File: src/design/pusu_pkg.sv
`timescale 1ns / 1ps
// shared types, register indexes and helpers for the particle update step unit
// no dependencies

package pusu_pkg;

   // configuration register indexes
   localparam logic [2:0] REG_GRAVITY  = 3'd0;
   localparam logic [2:0] REG_WIND     = 3'd1;
   localparam logic [2:0] REG_DRAG_EN  = 3'd2;
   localparam logic [2:0] REG_LIFE     = 3'd3;
   localparam logic [2:0] REG_FADE     = 3'd4;
   localparam logic [2:0] REG_NORMAL   = 3'd5;
   localparam logic [2:0] REG_POINT    = 3'd6;
   localparam logic [2:0] REG_RESPONSE = 3'd7;

   // collision responses
   localparam logic [1:0] MODE_NONE    = 2'd0;
   localparam logic [1:0] MODE_BOUNCE  = 2'd1;
   localparam logic [1:0] MODE_RECYCLE = 2'd2;
   localparam logic [1:0] MODE_STICK   = 2'd3;

   // plane distance threshold, 0.001 in Q.16
   localparam logic signed [34:0] PLANE_THRESH = 35'sd65;

   localparam int QUOT_W = 8;
   localparam int NUM_W  = 24;
   localparam int DEN_W  = 16;

   typedef enum logic [1:0] {
      ALPHA_ZERO,
      ALPHA_FULL,
      ALPHA_DIV
   } alpha_sel_type;

   // particle data that rides alongside the arithmetic
   typedef struct packed {
      logic [2:0][15:0] p0;
      logic [2:0][15:0] v0;
      logic [15:0]      age;
      logic [15:0]      dt;
      logic             expired;
      alpha_sel_type    asel;
   } side_type;

   // clamp to signed 16 bits
   function automatic logic signed [15:0] sat16(input logic signed [39:0] x);
      logic signed [15:0] r;
      if (x > 40'sd32767) begin
         r = 16'sh7fff;
      end else if (x < -40'sd32768) begin
         r = -16'sh8000;
      end else begin
         r = x[15:0];
      end
      return r;
   endfunction

endpackage

File: src/design/pusu_div.sv
`timescale 1ns / 1ps
// pipelined restoring divider, one quotient bit per stage, 8-bit quotient
// depends on pusu_pkg for widths; caller guarantees num < den * 256

module pusu_div (
   input  logic                       clock,
   input  logic                       enable,
   input  logic [pusu_pkg::NUM_W-1:0] num,
   input  logic [pusu_pkg::DEN_W-1:0] den,
   output logic [pusu_pkg::QUOT_W-1:0] quot
);

   localparam int QW = pusu_pkg::QUOT_W;
   localparam int DW = pusu_pkg::DEN_W;

   logic [DW-1:0] rem_ff [QW];
   logic [QW-1:0] low_ff [QW];
   logic [DW-1:0] den_ff [QW];
   logic [QW-1:0] quo_ff [QW];

   for (genvar j = 0; j < QW; j++) begin : g_step
      logic [DW-1:0] rem_prev;
      logic [QW-1:0] low_prev;
      logic [DW-1:0] den_prev;
      logic [QW-1:0] quo_prev;
      logic [DW:0]   trial;
      logic          ge;
      logic [DW-1:0] rem_in;

      // stage inputs: raw operands for the first step
      if (j == 0) begin : g_first
         assign rem_prev = num[pusu_pkg::NUM_W-1:QW];
         assign low_prev = num[QW-1:0];
         assign den_prev = den;
         assign quo_prev = '0;
      end else begin : g_next
         assign rem_prev = rem_ff[j-1];
         assign low_prev = low_ff[j-1];
         assign den_prev = den_ff[j-1];
         assign quo_prev = quo_ff[j-1];
      end

      // shift in one numerator bit and try the subtraction
      always_comb begin
         trial  = {rem_prev, low_prev[QW-1]};
         ge     = trial >= {1'b0, den_prev};
         rem_in = ge ? DW'(trial - {1'b0, den_prev}) : trial[DW-1:0];
      end

      always_ff @(posedge clock) begin
         if (enable) begin
            rem_ff[j] <= rem_in;
            low_ff[j] <= {low_prev[QW-2:0], 1'b0};
            den_ff[j] <= den_prev;
            quo_ff[j] <= {quo_prev[QW-2:0], ge};
         end
      end
   end

   assign quot = quo_ff[QW-1];

endmodule

File: config.mk
export PLATFORM = sky130hd
export DESIGN_NAME = pusu_div
export DESIGN_NICKNAME = d
export VERILOG_FILES = /design/src/design/pusu_pkg.sv /design/src/design/pusu_div.sv
export SDC_FILE = /design/constraint.sdc
export NUM_CORES = 1
export LEC_CHECK = 0
export BUFFER_PORTS_ARGS = -buffer_cell sky130_fd_sc_hd__buf_2
export CAP_MARGIN = 5
export CORE_MARGIN = 5
export CORE_UTILIZATION = 65
export DETAILED_ROUTE_END_ITERATION = 8
export GPL_TIMING_DRIVEN = 0
export PLACE_DENSITY = 0.83
export SLEW_MARGIN = 20
export SYNTH_ARGS = -nofsm -noshare
export SYNTH_HDL_FRONTEND = slang
export SYNTH_SLANG_ARGS = --single-unit
export TNS_END_PERCENT = 50
File: constraint.sdc
create_clock -name clock -period 8.4 [get_ports clock]
set_input_delay 0.42 -clock clock [delete_from_list [all_inputs] [get_ports clock]]
set_output_delay 0.42 -clock clock [all_outputs]
set_load 0.03 [all_outputs]
==> results.json <==
{
  "grt_overflow_total": 0,
  "h-tree-depth": 1,
  "hpwl_mm": 21.0,
  "grt_max_degree": 108,
  "netlist_instances": 1348,
  "numCtsBuffers": 30,
  "utilization": 0.728,
  "max_stage_delay_ps": 450,
  "status": "complete, no violations",
  "post-synth-top-count-cell": "edfxtp_1",
  "synthArstFlopShare": 0,
  "cts-root-buf": "clkbuf_16",
  "swShare": 0.335,
  "synthXorXnorAreaFrac": 0.0399,
  "worstReg2RegStart": "den_ff[0][1]$_DFFE_PP_",
  "multiInputGateArea_mm2": 0.00647,
  "die_h_um": 166,
  "grt_usage": 0.204,
  "gp_congestion": 0.936,
  "synth-simple-area-share": 0.0855,
  "layout-area-overhead-vs-synth_pct": 11.0,
  "hold_end": "low_ff[0][2]$_DFFE_PP_",
  "path_cells": "inv_1 > ha_1 > nor2b_1 > o31ai_2 > a21oi_1 > a211o_1 > a41o_1 > a31o_2 > a21oi_2 > buf_4 > mux2_2",
  "ant_nets": 0,
  "critPathSlowestCell": "a21oi_2",
  "hp-start": "num[2]",
  "final_cells": 1778,
  "cts_buffer_depth": 3,
  "crit_required_ps": 8700,
  "synthTopCellsByArea": "edfxtp_1, ha_1, inv_1, o21ai_0, mux2_2",
  "reg2reg_to": "rem_ff[1][10]$_DFFE_PP_",
  "fin_crit_sh": 0.437,
  "hold_class": "in2reg",
  "num_io_pins": 50,
  "layout.nets": 1608,
  "core_mm2": 0.0241,
  "p_leak_nw": 7.25,
  "viasPerCell": 5.80,
  "drt_wl_total_mm": 28.2,
  "place.port_buffers": 49,
  "ys_types": 67,
  "rows": 57,
  "yosys-top-cells-count": "edfxtp_1, inv_1, ha_1",
  "synth_area_per_cell_um2": 11.7,
  "critPathArrivalTime_ps": 3970,
  "seqCellArea_mm2": 0.00865,
  "final_area_mm2": 0.0176,
  "placed_area_mm2": 0.0165,
  "slew_headroom": 0.423,
  "peakVddDrop_v": 0.000148,
  "intPower_w": 0.00384,
  "yosysTopAreaCellShare": 0.547,
  "grt_first_pass_wirelength_mm": 47.7,
  "clockPowerShare": 0.232,
  "crit_type": "reg2reg",
  "synth_top_family_by_area": "compound AO/OA/AOI/OAI gates",
  "pwr-share-seq": 0.380,
  "die-width_um": 166,
  "max_freq_mhz": 273,
  "synth_compound_gate_area_share": 0.133,
  "drive_gt1_frac": 0.106,
  "power.switching_w": 0.00193,
  "grt_pass1_vias": 10725,
  "antenna_found_initial": 0,
  "reg2reg_depth": 11,
  "slew_viol_final": 0,
  "critical_path_buf_inv_count": 2,
  "holdPathStages": 1,
  "ctsHoldBuffers": 0,
  "post_cts_buffers": 0,
  "nFillCells": 1657,
  "die_area_mm2": 0.0275,
  "tritoncts": "done",
  "yosysSeqAreaShare": 0.547,
  "muxShareOfSynthArea": 0.0404,
  "yosys.area_share.adder": 0.110,
  "start_util": 0.656,
  "comb_power_share": 0.387,
  "worstMarginPinSlew_ps": 863,
  "cts-resized-gates": 0,
  "ys_warn_count": 0,
  "ff2ff_setup_slack_ps": 4730,
  "synth_area_mm2": 0.0158,
  "period_needed_ps": 3670,
  "drtIter0Drc": 647,
  "synth_ff_type": "edfxtp_1",
  "worstSkewPairLatency_ps": 550,
  "wl_per_cell_um": 15.9,
  "diodes": 0,
  "cap_violations": 0,
  "crit_path_end_kind": "register",
  "grt_setup_unrepaired": "false",
  "setup_viol": 0,
  "ys_ff_latch": 288,
  "synth_edf_count": 288,
  "cp_max_fo": 10,
  "synth_fp_nets": 1525,
  "skew_ps": 14.5,
  "numClockSinks": 288,
  "route.vias.total": 10310,
  "dp_cells": 1723,
  "drcViolationCount": 0,
  "hold_viol": 0,
  "setup_tns_ps": 0,
  "synth_top_area_cell": "edfxtp_1",
  "dr.pass1.iters": 5,
  "clk_pin_slew_ps": 60,
  "cp-start-kind": "register",
  "powerDensity_mw_per_mm2": 329,
  "critPathTopFamily": "compound AO/OA/AOI/OAI gates",
  "whs_ps": 49.6
}
-- per-layer routing --
metal | wire [um] | vias to the layer above | GRT usage
met3 | 1050 | 96 | 0.0283
met4 | 1620 | 0 | 0.120
met1 | 10300 | 4834 | 0.209
met5 | 0 | - | 0
met2 | 15200 | 261 | 0.392
li1 | - | 5119 | -
-- per-stage QoR --
| stage | total power, W | worst slack, ps |
|---|---|---|
| floorplan | 0.00388 | 5220 |
| global placement | 0.00431 | 3240 |
| detailed placement | 0.00440 | 4630 |
| CTS | 0.00578 | 4700 |
| global route | 0.00617 | 4540 |
| finish | 0.00578 | 4730 |
-- final cells by class --
class / instances / share of cell area
Buffer: 19 / 0.00492
Clock buffer: 35 / 0.0451
Clock inverter: 20 / 0.0133
Inverter: 161 / 0.0344
Multi-Input combinational cell: 880 / 0.369
Sequential cell: 288 / 0.493
Tap cell: 324 / 0.0231
Timing Repair Buffer: 51 / 0.0177
-- power by group through the flow --
stage               clock network [W]  registers, W  logic, W
finish                        0.00134       0.00220   0.00224
global route                  0.00145       0.00223   0.00250
CTS                           0.00137       0.00219   0.00222
detailed placement                  0       0.00222   0.00219
global placement                    0       0.00221   0.00210
floorplan                           0       0.00218   0.00170
-- cell usage in the layout, fill, tap and decap left out, types with 31 or more instances in the layout --
cell | Yosys | final
a21o_1 | 33 | 33
a21oi_1 | 79 | 79
buf_2 | 3 | 51
clkbuf_16 | 0 | 31
edfxtp_1 | 288 | 288
ha_1 | 128 | 128
inv_1 | 161 | 161
mux2_2 | 38 | 38
nand2_1 | 107 | 107
nor2_1 | 66 | 66
o21ai_0 | 102 | 102
xnor2_1 | 40 | 40
xor2_1 | 32 | 32
-- cell families (layout without fill, tap and decap cells) --
logic type                 count (synthesis)  in the layout
AOI/OAI and AO/OA                        331            331
DFF                                      288            288
and+or+nand+nor                          286            286
buffers and inverters                    180            286
adders and majority gates                135            135
xor gates and xnor gates                  72             72
muxes                                     56             56
-- worst max path at each step --
stage | startpoint | end | depth (start not counted)
after floorplan | den[1] | rem_ff[0][10]$_DFFE_PP_ | 11
final | den_ff[0][1]$_DFFE_PP_ | rem_ff[1][10]$_DFFE_PP_ | 11
after global placement | enable | den_ff[0][14]$_DFFE_PP_ | 1
after detailed placement | den[1] | rem_ff[0][12]$_DFFE_PP_ | 12
after global routing | den_ff[0][1]$_DFFE_PP_ | rem_ff[1][11]$_DFFE_PP_ | 11
after CTS | den_ff[0][1]$_DFFE_PP_ | rem_ff[1][13]$_DFFE_PP_ | 11
-- state kept, by name (all words and copies together), names as in the netlist --
signal,cells
low_ff,28
den_ff,112
quo_ff,36
rem_ff,112
(Power assumes the default switching activity.)
